`src/sv/tfn_pkg.sv`:
```
// Shared constants and types for the triangle face normal block.
package tfn_pkg;

  localparam int FIELD_BITS           = 16;
  localparam int COORD_BITS_DEF       = 16;
  localparam int NORMAL_FRAC_BITS_DEF = 14;
  localparam int IN_DATA_BITS         = 9 * FIELD_BITS;
  localparam int OUT_DATA_BITS        = 3 * FIELD_BITS;

  localparam int PRESCALE_BITS = 26;
  localparam int GUARD_BITS    = 4;
  localparam int SQ_BITS       = 2 * PRESCALE_BITS + 2;
  localparam int RAD_BITS      = SQ_BITS + 2 * GUARD_BITS;
  localparam int ROOT_BITS     = RAD_BITS / 2;

  typedef struct packed {
    logic                          degen;
    logic [2:0]                    neg;
    logic [2:0][PRESCALE_BITS-1:0] mag;
  } side_t;

  typedef struct packed {
    logic       degen;
    logic [2:0] neg;
  } dside_t;

endpackage

```
`src/sv/tfn_div_cell.sv`:
```
// One quotient bit of the three-lane restoring divider.
module tfn_div_cell #(
  parameter int QB = tfn_pkg::NORMAL_FRAC_BITS_DEF + 1
) (
  input  logic                                clk,
  input  logic                                rst,
  input  logic                                en,
  input  logic                                in_valid,
  input  logic [tfn_pkg::ROOT_BITS-1:0]       in_r,
  input  logic [2:0][tfn_pkg::ROOT_BITS-1:0]  in_rem,
  input  logic [2:0][QB-1:0]                  in_low,
  input  tfn_pkg::dside_t                     in_side,
  output logic                                out_valid,
  output logic [tfn_pkg::ROOT_BITS-1:0]       out_r,
  output logic [2:0][tfn_pkg::ROOT_BITS-1:0]  out_rem,
  output logic [2:0][QB-1:0]                  out_low,
  output tfn_pkg::dside_t                     out_side
);
  import tfn_pkg::*;

  logic [2:0][ROOT_BITS:0]   cur;
  logic [2:0][ROOT_BITS:0]   diff;
  logic [2:0]                ge;
  logic [2:0][ROOT_BITS-1:0] rem_next;
  logic [2:0][QB-1:0]        low_next;

  always_comb begin
    for (int i = 0; i < 3; i++) begin
      cur[i]      = {in_rem[i], in_low[i][QB-1]};
      ge[i]       = cur[i] >= {1'b0, in_r};
      diff[i]     = cur[i] - {1'b0, in_r};
      rem_next[i] = ge[i] ? diff[i][ROOT_BITS-1:0] : cur[i][ROOT_BITS-1:0];
      low_next[i] = {in_low[i][QB-2:0], ge[i]};
    end
  end

  always_ff @(posedge clk) begin
    if (rst) begin
      out_valid <= 1'b0;
    end else if (en) begin
      out_valid <= in_valid;
    end
  end

  always_ff @(posedge clk) begin
    if (en) begin
      out_r    <= in_r;
      out_rem  <= rem_next;
      out_low  <= low_next;
      out_side <= in_side;
    end
  end

endmodule

```
`config.mk`:
```
export PLATFORM = sky130hd
export DESIGN_NAME = tfn_div_cell
export DESIGN_NICKNAME = d
export VERILOG_FILES = /design/src/sv/tfn_pkg.sv /design/src/sv/tfn_div_cell.sv
export SDC_FILE = /design/constraint.sdc
export NUM_CORES = 1
export LEC_CHECK = 0
export BUFFER_PORTS_ARGS = -buffer_cell sky130_fd_sc_hd__buf_2
export CAP_MARGIN = 15
export CELL_PAD_IN_SITES_DETAIL_PLACEMENT = 0
export CELL_PAD_IN_SITES_GLOBAL_PLACEMENT = 2
export CORE_MARGIN = 2
export CORE_UTILIZATION = 34
export CTS_CLUSTER_SIZE = 8
export DETAILED_ROUTE_END_ITERATION = 7
export GPL_TIMING_DRIVEN = 0
export PLACE_DENSITY = 0.83
export REMOVE_ABC_BUFFERS = 1
export SYNTH_ARGS = -nofsm -noshare
export SYNTH_HDL_FRONTEND = slang
export SYNTH_SLANG_ARGS = --single-unit
```
`constraint.sdc`:
```
create_clock -name clk -period 4.1 [get_ports clk]
set_clock_uncertainty 0.2 [all_clocks]
set_input_delay 0.205 -clock clk [delete_from_list [all_inputs] [get_ports clk]]
set_output_delay 0.205 -clock clk [all_outputs]
set_load 0.01 [all_outputs]
```
# Yosys cells after proc, flatten, opt, wreduce, memory -nomap -nowiden

Cells that the tools add are included.

Register bits after elaboration: 174
Bits of input ports: 177
Logic and storage cells: 19

Add/subtract/negate cells: 3
Order comparisons: 3
Multiplexer cells: 3

Operators with widths:

| kind                                                           | number |
|---|---|
| 32-bit by 31-bit greater-or-equal comparator with 1-bit output | 3 |
| 31-bit two-way mux                                             | 3 |
| 31-bit subtractor                                              | 3 |

# Logic depth before layout (Yosys ltp)

Word-level depth: 2
Mapped depth: 14
Gate-level depth less buffers: 12

# Least setup slack after synthesis

Ideal clock, no wire load.

Path type: input-to-reg
From: input port in_r[7] in the netlist's numbering
To: register out_rem[14] in the netlist's numbering (data pin)
Data arrival time: 2.452 ns
Path slack: 1.188 ns
Stages on the path: 11
Path buffers: 2
Cells stage by stage: inv_1 > ha_1 > buf_6 > a2111o_1 > o21ai_2 > nand4_2 > a31oi_4 > nand2_1 > a211oi_2 > buf_4 > mux2_2

RTL lines:

| element                | line               | text |
|---|---|---|
| start: declaration     | tfn_div_cell.sv:9  | `input logic [tfn_pkg::ROOT_BITS-1:0] in_r,` |
| end signal: assignment | tfn_div_cell.sv:48 | `out_rem <= rem_next;` |
| end: declaration       | tfn_div_cell.sv:15 | `output logic [2:0][tfn_pkg::ROOT_BITS-1:0] out_rem,` |

==> results.yml <==
pwr:
  static-leakage-power_uw: 0.00679
  power_uw: 5580
  p_per_area_nw_per_um2: 354
  vdd_drop_max_v: 0.000322
timing:
  hold_viol: 0
  fmax_ghz: 0.263
  fin_crit_sh: 0.929
  rsz0062_at_grt: "false"
  worstMarginPinSlew_ns: 0.657
  slew_headroom: 0.562
  setup_viol: 0
  timing_max_transition_violations_final: 0
  setup_slack_ns: 0.291
  period_minus_slack_ns: 3.81
layout:
  fin_nets: 1880
  final_cell_area_sq_um: 15700
  num-fill-cells: 3061
  fin_cells: 2064
  drive_above_1_share: 0.253
  area_delta_synth_final_pct: 40.8
  multiInputGateArea_sq_um: 5590
  final_util: 0.485
  regArea_sq_um: 5220
yosys:
  synthCells: 1102
  synth_area_sq_um: 11200
  synth-seq-cells: 174
  synth_cell_type_count: 67
  synth_warnings: 0
  ys.flop_type: "edfxtp_1"
  synth.avg_cell_area_sq_um: 10.1
  synth_edf_count: 173
  async_flop_share: 0
  ys_seq_area_frac: 0.467
die:
  fp.coreArea_sq_um: 32500
  dieArea_sq_um: 34300
  rows: 66
  die_w_microns: 185
  start_util: 0.344
  die_h_microns: 185
  ios: 351
critical_path:
  crit_chain: "dlygate4sd3_1 -> buf_2 -> inv_1 -> ha_1 -> a2111o_1 -> o21ai_2 -> nand4_2 -> a31oi_4 -> nand2_1 -> a211oi_4 -> buf_8 -> buf_8 -> mux2_2"
  r2r-end: "out_valid"
  rrSetupSlack_ns: 2.72
  cp_top_family: "compound AO/OA/AOI/OAI gates"
  crit_path_start_kind: "input pin"
  cp_num_buf_inv: 5
  cp.arrival_ns: 3.80
  crit_required_ns: 4.09
  end_kind: "flop"
  crit_path_frequent_cell: "buf_8"
  reg2reg_from: "out_valid"
  cp_max_fo: 27
  slowest_stage: "dlygate4sd3_1"
  slowest_delay_ns: 0.53
  crit_type: "input pin to flop"
  reg2regPathDepth: 3
clock_tree:
  tritoncts: "yes"
  cts_buffer_depth: 2
  clkSinkCount: 174
  cts.clk_slew.worst_paths_ns: 0.08
  root_buffer: "clkbuf_16"
  cts_max_level: 4
  insertion_delay_ns: 0.42
  cts_made_buffers: 17
route:
  first_iter_violations: 517
  dr.pass1.iters: 5
  ant_nets: 0
  wire_per_inst_microns: 17.0
  wirelength_microns: 35100
  route.vias.total: 10100
  drc_errors: 0
  vias_per_cell: 4.91
placement:
  gp_congestion: 0.895
  placedCellCount: 1860
  dp_hpwl_microns: 27100
  port_buffers: 350
  place_ws_ns: 0.0960
  placed_area_sq_um: 13400
worst_hold_path:
  holdPathEnd: "out_rem[5]"
  hp-class: "input pin to flop"
  holdPathStages: 1
  hp-start: "en"
global_routing:
  grt_pass1_wl_microns: 52700
  grt-ovfl-total: 0
  grt_pass1_vias: 9940
  grt_start_max_net_pins: 100
  antenna_found_initial: 2
  track_usage: 0.200
outcome:
  outcome: "complete, no violations"
job:
  maxCapViolCount: 0
[how the worst max path moves through the flow]
stage | from | end | slack (ns) | depth (start not counted)
floorplan | in_r[12] | out_rem[84] | -0.25 | 11
global placement | in_r[12] | out_rem[72] | -1.99 | 11
detailed placement | in_r[7] | out_rem[4] | 0.1 | 12
CTS | in_r[7] | out_rem[14] | 0.007 | 13
global route | in_r[12] | out_rem[84] | 0.05 | 14
finish | in_r[7] | out_rem[4] | 0.29 | 13
[report_power, final]
part           internal, uW  leakage [uW]  switching [uW]
Combinational           724       0.00481             918
Clock                   824      0.000288             826
Sequential             2230       0.00170            53.4
[layout make-up]
type / count / share of cell area
Timing Repair Buffer: 525 / 0.226
Clock inverter: 15 / 0.0108
Inverter: 56 / 0.0134
Sequential cell: 174 / 0.332
Multi-Input combinational cell: 833 / 0.356
Clock buffer: 17 / 0.0270
Antenna cell: 2 / 0.000318
Tap cell: 442 / 0.0352
[worst reg2reg max path, stage by stage, from the launching register on]
cell and delay [ns]:
dfxtp_1 0.32, mux2i_1 0.15, nor2_1 0.06, dlygate4sd3_1 0.55
[state kept, by name, indices dropped and copies added, names as in the netlist]
| register | flops |
|---|---|
| out_rem | 93 |
| out_low | 45 |
| out_r | 31 |
| out_side | 4 |
| out_valid | 1 |
[logic make-up (layout without fill, tap and decap cells)]
kind of cell | Yosys count | in the layout | share of synthesized area
adder cells (fa/ha/maj) | 96 | 96 | 0.110
buffers and inverters | 95 | 613 | 0.0347
AND/OR/NAND/NOR | 312 | 312 | 0.131
flip-flops | 174 | 174 | 0.467
XOR/XNOR | 78 | 78 | 0.0612
other | 0 | 2 | 0
multiplexers | 9 | 9 | 0.00918
AO/OA/AOI/OAI | 338 | 338 | 0.188
[synth_stat cells (11+ instances only)]
cell type,number,area share
xor2_1,35,0.027
o21ai_0,121,0.054
a21o_1,34,0.023
edfxtp_1,173,0.47
clkbuf_1,27,0.0091
xnor2_1,43,0.034
nor2_1,54,0.018
nand3_1,20,0.0090
nand2_1,138,0.046
ha_1,93,0.10
inv_1,54,0.018
nand2b_1,13,0.0073
nand4_1,21,0.012
nor2b_1,11,0.0062
a211oi_1,11,0.0074
nor3_1,14,0.0063
a21oi_1,82,0.037
[cells in the final DEF (no fill, tap or decap), types with 6 or more instances in the layout]
cell             n
dlygate4sd3_1  169
a21o_1          34
clkbuf_16       17
o21ai_0        121
a21oi_1         82
a31oi_1         10
nand2b_1        13
a21boi_0         6
o211ai_1         6
nor3_1          14
or3_1            6
o31a_1           6
o31ai_1          9
inv_1           54
nor2b_1         11
ha_1            93
o21a_1           8
nor2_1          54
and2_1           6
mux2_2           6
edfxtp_1       173
xnor2_1         43
and3_1           8
nand4_1         21
nand2_1        138
a211oi_1        10
buf_2          349
xor2_1          35
o21bai_1         9
nand3_1         20
[layer usage]
metal,track usage,routed length (microns)
met3,0.0258,1380
met1,0.255,15900
met5,0,0
met4,0.0603,788
met2,0.351,17100
[through the flow]
stage | hold slack [ns] | setup TNS (ns)
finish | 0.0139 | 0
CTS | 0.00687 | 0
global placement | 0.168 | -110.75
floorplan | 0.0774 | -2.69
global route | 0.0184 | 0
detailed placement | 0.166 | 0
[timing repair]
action                     in CTS  in global routing
buffers inserted                0                  1
gates resized for setup         0                  1
hold endpoints to repair      168                  0
hold buffers                  169                  0
setup endpoints to repair       0                  4
No activity file was read; power rests on OpenSTA's default activity.
