`src/sv/tfn_pkg.sv`:
```
// Shared constants and types for the triangle face normal block.
package tfn_pkg;

  localparam int FIELD_BITS           = 16;
  localparam int COORD_BITS_DEF       = 16;
  localparam int NORMAL_FRAC_BITS_DEF = 14;
  localparam int IN_DATA_BITS         = 9 * FIELD_BITS;
  localparam int OUT_DATA_BITS        = 3 * FIELD_BITS;

  localparam int PRESCALE_BITS = 26;
  localparam int GUARD_BITS    = 4;
  localparam int SQ_BITS       = 2 * PRESCALE_BITS + 2;
  localparam int RAD_BITS      = SQ_BITS + 2 * GUARD_BITS;
  localparam int ROOT_BITS     = RAD_BITS / 2;

  typedef struct packed {
    logic                          degen;
    logic [2:0]                    neg;
    logic [2:0][PRESCALE_BITS-1:0] mag;
  } side_t;

  typedef struct packed {
    logic       degen;
    logic [2:0] neg;
  } dside_t;

endpackage

```
`src/sv/tfn_sqrt_cell.sv`:
```
// One result bit of the pipelined integer square root.
module tfn_sqrt_cell (
  input  logic                           clk,
  input  logic                           rst,
  input  logic                           en,
  input  logic                           in_valid,
  input  logic [tfn_pkg::RAD_BITS-1:0]   in_rad,
  input  logic [tfn_pkg::ROOT_BITS:0]    in_rem,
  input  logic [tfn_pkg::ROOT_BITS-1:0]  in_root,
  input  tfn_pkg::side_t                 in_side,
  output logic                           out_valid,
  output logic [tfn_pkg::RAD_BITS-1:0]   out_rad,
  output logic [tfn_pkg::ROOT_BITS:0]    out_rem,
  output logic [tfn_pkg::ROOT_BITS-1:0]  out_root,
  output tfn_pkg::side_t                 out_side
);
  import tfn_pkg::*;

  logic [ROOT_BITS+2:0] cur;
  logic [ROOT_BITS+2:0] trial;
  logic [ROOT_BITS+2:0] diff;
  logic                 ge;

  always_comb begin
    cur   = {in_rem, in_rad[RAD_BITS-1 -: 2]};
    trial = {1'b0, in_root, 2'b01};
    ge    = cur >= trial;
    diff  = cur - trial;
  end

  always_ff @(posedge clk) begin
    if (rst) begin
      out_valid <= 1'b0;
    end else if (en) begin
      out_valid <= in_valid;
    end
  end

  always_ff @(posedge clk) begin
    if (en) begin
      out_rad  <= in_rad << 2;
      out_rem  <= ge ? diff[ROOT_BITS:0] : cur[ROOT_BITS:0];
      out_root <= {in_root[ROOT_BITS-2:0], ge};
      out_side <= in_side;
    end
  end

endmodule

```
`config.mk`:
```
export PLATFORM = sky130hd
export DESIGN_NAME = tfn_sqrt_cell
export DESIGN_NICKNAME = d
export VERILOG_FILES = /design/src/sv/tfn_pkg.sv /design/src/sv/tfn_sqrt_cell.sv
export SDC_FILE = /design/constraint.sdc
export NUM_CORES = 1
export LEC_CHECK = 0
export ABC_CLOCK_PERIOD_IN_PS = 4340
export BUFFER_PORTS_ARGS = -buffer_cell sky130_fd_sc_hd__buf_2
export CAP_MARGIN = 5
export CORE_ASPECT_RATIO = 1.75
export CORE_MARGIN = 2
export CORE_UTILIZATION = 30
export DETAILED_ROUTE_END_ITERATION = 8
export PLACE_DENSITY = 0.68
export REMOVE_ABC_BUFFERS = 1
export SETUP_SLACK_MARGIN = 0.3
export SYNTH_ARGS = -nofsm -noshare
export SYNTH_HDL_FRONTEND = slang
export SYNTH_SLANG_ARGS = --single-unit
```
`constraint.sdc`:
```
create_clock -name clk -period 4.34 [get_ports clk]
set_input_delay 0.651 -clock clk [delete_from_list [all_inputs] [get_ports clk]]
set_output_delay 0.651 -clock clk [all_outputs]
set_load 0.01 [all_outputs]
```
Word level (Yosys, flattened, before mapping). Cells that the tools add are included. W data, S select, Z words.

$add $sub $neg: 1. $mul: 0. Div/mod/pow operators: 0. Magnitude comparators: 1. Equality and inequality tests: 0. Shifts and indexed selects: 0. Mux-type cells: 1. Bitwise operators: 0. Reductions and logical operators: 0.

Operator list (number): $ge A34 B33 Y1 (1); $mux W32 (1); $sub A32 B32 Y32 (1).

Flip-flop bits (word level): 206. Bits in latches: 0. Memory bits (writable): 0. Memory bits (read-only): 0. Output and inout bits: 208. Word-level logic and storage cells: 12. Memories: 0.

Logic depth before layout (Yosys ltp).
Depth after elaboration: 2. Gate-level depth with buffers: 13. Gate-level depth less buffers: 10.

Worst setup path after synthesis. Ideal clock, no wire load.

Kind: input-to-reg. From: input in_root[5] in the netlist's numbering. To: register out_rem[11] in the netlist's numbering (data pin). Setup time: 260 ps. Arrival: 2998 ps. Data required time: 4080 ps. Path slack: 1082 ps. Stages: 12. Path buffers: 2. Cells stage by stage: inv_1 ha_1 a21o_1 a211oi_1 a31oi_1 a211oi_2 nor2_1 a211o_1 and2_1 buf_6 buf_6 mux2_4.

Word-level cells in the longest chain between the ends: 2. Elaborated cells between the ends (all ways): 3. Those cells by class: add/sub: 1; order compare: 1; mux: 1.

RTL lines: from (decl) (RTL line tfn_sqrt_cell.sv:9) `input logic [tfn_pkg::ROOT_BITS-1:0] in_root,`; $sub A32 B32 Y32 or $ge A34 B33 Y1 (tied branches) (RTL line tfn_sqrt_cell.sv:28, tfn_sqrt_cell.sv:27); $mux W32 * (RTL line tfn_sqrt_cell.sv:42) `out_rem <= ge ? diff[ROOT_BITS:0] : cur[ROOT_BITS:0];`; to (signal assigned) (RTL line tfn_sqrt_cell.sv:42); to (decl) (RTL line tfn_sqrt_cell.sv:13) `output logic [tfn_pkg::ROOT_BITS:0] out_rem,`.

Every way passes the cells marked *; elsewhere a longest branch is shown, timed or not. A chain may end at the register's enable or synchronous reset.

Worst setup path in the final report.
From: input in_root[0] in the netlist's numbering. To: register out_rem[4] in the netlist's numbering (data pin).

The elaborated chain is that of the path after synthesis.

==> results.md <==
* Run status: finished, final reports clean
* Type of the most critical hold path: input pin to flip-flop
* Average vias per placed instance at ~4.5
* Wire length of the first global-routing pass at roughly 36000 um
* Source of the worst hold timing path: rst
* DRT antenna net count at 0
* Post-Route WL at 25500 um
* Area enclosed by the die boundary at ~0.03 mm^2
* First drt pass iteration count at 4
* Startpoint types: input pin
* Number of hold buffers added after CTS at 0
* Fmax at roughly 280 MHz
* GRT overflow at 0
* Clock root buffer: clkbuf_16
* Count of buffers inserted at the top-level ports at between 400 and 500
* Final setup vio count at 0
* R2R cell count at 2
* Setup TNS at 0 ns
* Share of power burned in the clock network at 0.338
* Mux cell area share after synthesis at 0.0468
* Setup clock skew after layout at 0 ns
* Syn Inst Count at 527
* Required arrival time at the worst endpoint at around 4.6 ns
* Combinational family with the most area after synthesis: compound AO/OA/AOI/OAI gates
* Worst-skew pair later-pin latency at between 0.5 and 0.6 ns
* Routed vias at just over 6000
* Final #Nets at roughly 1200
* Proportion of layout cells with a drive suffix above 1 at 0.495
* Area of all placed cells without fillers at about 0.012 mm^2
* Number of flops mapped to enable cells by yosys at about 200
* Slew headroom at 0.262
* Power density over the cells at about 430 mW/mm^2
* Number of max-slew violations in the final report at 0
* Clock transition time at the flip-flop clock pins of the worst setup and hold paths at ~0.060 ns
* P_int at between 0.003 and 0.004 W
* Critical R2R Launch: out_valid
* Synth-to-Final Area Change at 37.0%
* Register-to-register setup slack at about 3.8 ns
* Average detailed-routed wire length per instance at ~19 um
* Post-CTS resize count at 0
* Fraction of post-synthesis cell area in the top cell type by area at 0.722
* XOR/XNOR share of the synthesized area at 0.0308
* Initial antenna violation count at 7
* Avg Cell Area, Syn at 16.2 um^2
* Cell Count Post-Placement at around 1300
* Final weighted congestion in routability-driven placement at 0.843
* Initial detailed-routing violation count at 316
* Lkg Pwr at approximately 5.2 nW
* Placed instance area at roughly 0.011 mm^2
* Total half-perimeter wirelength after legalization and detailed placement at slightly above 20000 um
* Reg-to-reg critical path endpoint: out_valid
* Core region area at approximately 0.028 mm^2
* Area fraction in and, or, nand and nor cells after synthesis at 0.0461
* Buffers inserted during post-CTS setup optimization at 0
* Boundary Pins at approximately 420
* Critical Path End Type: flip-flop
* Share of async-settable or async-resettable flops after synthesis at 0
* Initial standard-cell utilization of the core at 0.305
* Maximum number of buffers from clock root to sink at 3
* Top flip-flop cell by instance count after synthesis: edfxtp_1
* Number of cells on the worst hold path at 2
* Unrepaired setup endpoints after global routing: no
* Warning count from the yosys run at 0
* Sequential element share of the synthesized area at 0.724
* Horiz. Die Dim at about 130 um
* Worst setup slack after layout at 0.738 ns
* Max-cap violations at 0
* Std-Cell Rows at 81
* CTS H-Tree Depth at 1
* Adder-cell area share of the yosys netlist at 0.0484
* Worst Path Class, Setup: input pin to flip-flop
* Worst Hold End: out_valid
* Final count of hold timing violations at 0
* Cts bufs inserted at 21
* Maximum vdd ir drop at ~350 uV
* Post-Layout Cell Count at roughly 1300
* Cell taking the most area after synthesis: edfxtp_1
* Synth area leaders: edfxtp_1 72%, ha_1 4.8%, mux2_4 4.1%
* Seq pwr share at 0.488
* Combined area of all synthesized cells at between 0.008 and 0.009 mm^2
* Fraction of the cycle the final worst path needs at 0.830
* Most repeated cell in the gate-level netlist after synthesis: edfxtp_1
* Worst Path Arrival at 3.86 ns
* Combinational Power Share at 0.174
* Worst Hold Margin at slightly below 0.3 ns
* Switching part of the total power at 0.262
* Vias in the first global route at between 6000 and 7000
* Sw power at 0.00132 W
* Time the worst path needs with I/O delays and setup at 3.60 ns
* Total DRC errors in the routed layout at 0
* Worst Path Max Fanout at 33
* Global router's overall resource usage at 0.159
* Most frequent cells after synthesis: 205 x edfxtp_1, 40 x inv_1, 35 x a21oi_1
* Worst Tran Pin Value at 1.11 ns
* Die extent in y at around 230 um
* Clk sinks at 206
* Complex-gate fraction of the synthesized area at 0.0752
* Pin count of the biggest net entering global routing at slightly above 80
* Seq cells post-synth at about 210
* Pre-CTS worst setup slack at ~0.18 ns
* CTS tree: done
* Netlist cell types at 52
==> sequential cells by signal, summed over array words and instances, names as in the netlist <==
name       cells
out_root      31
out_rem       32
out_side      82
out_rad       60
out_valid      1
==> cells by family (layout without fill, tap and decap cells) <==
logic type	count (synthesis)	count (layout)
DFF	206	206
AOI/OAI and AO/OA	98	98
and+or+nand+nor	78	78
buffers and inverters	53	498
adders and majority gates	33	33
xor gates and xnor gates	30	30
muxes	28	28
other	1	4
==> power groups by stage <==
| stage | clock network [W] | registers (W) | logic, W |
|---|---|---|---|
| final | 0.00170 | 0.00245 | 0.000876 |
| after global routing | 0.00181 | 0.00247 | 0.000949 |
| after CTS | 0.00176 | 0.00246 | 0.000890 |
| after detailed placement | 0 | 0.00250 | 0.000887 |
| after global placement | 0 | 0.00249 | 0.000874 |
| after floorplan | 0 | 0.00260 | 0.000345 |
==> area by class of cell <==
type                    count  area, um^2
multi-input cells         269        2120
diodes                      2        5.00
well taps                 373         467
clock inverters            14        96.3
repair buffers            420        2130
clock buffers              24         537
fillers                  2646       16300
flip-flops and latches    206        6180
inverters                  40         150
==> worst max path at each step <==
stage                     from          end  cells after the start
floorplan           in_root[0]  out_rem[31]                     10
global placement    in_root[0]   out_rem[3]                     11
detailed placement  in_root[0]  out_rem[31]                     11
CTS                 in_root[0]  out_rem[31]                     11
global route        in_root[0]   out_rem[4]                     11
finish              in_root[0]   out_rem[4]                     11
==> critical path: stages <==
cell and delay [ns]:
buf_2 0.10, inv_1 0.04, ha_1 0.33, nor2b_1 0.23, o2111ai_1 0.16, a31oi_1 0.41, a211oi_2 0.14, nor2_1 0.17
a211o_1 0.26, and2_2 0.92, mux2_2 0.42
==> cells in the final DEF, fill, tap and decap left out, types with 3 or more instances in the layout <==
| cell | instances |
|---|---|
| buf_2 | 415 |
| edfxtp_1 | 205 |
| inv_1 | 40 |
| a21oi_1 | 35 |
| ha_1 | 33 |
| xnor2_1 | 24 |
| mux2_4 | 23 |
| nand2_1 | 21 |
| clkbuf_16 | 21 |
| nor2_1 | 15 |
| o21ai_0 | 14 |
| a21o_1 | 11 |
| nor3_1 | 8 |
| nand2b_1 | 8 |
| nand3_1 | 6 |
| and3_1 | 6 |
| xor2_1 | 6 |
| a211oi_1 | 5 |
| inv_6 | 5 |
| o211ai_1 | 4 |
| clkinvlp_4 | 4 |
| a221oi_1 | 3 |
| and4_1 | 3 |
| a22oi_1 | 3 |
| mux2_2 | 3 |
| clkbuf_1 | 3 |
| clkinv_2 | 3 |
| buf_4 | 3 |
==> routing by layer <==
metal  wire length [um]  track usage
met1               8900        0.165
met2              13800        0.301
met3               1970       0.0490
met4                774       0.0603
met5                 64            0
==> through the flow <==
stage | power [W] | utilization
3_3_place_gp | 0.00337 | 0.395
2_1_floorplan | 0.00295 | -
6_report | 0.00503 | 0.418
3_5_place_dp | 0.00339 | 0.395
5_1_grt | 0.00523 | 0.417
4_1_cts | 0.00510 | 0.417
Power figures use the tool's default switching activity.
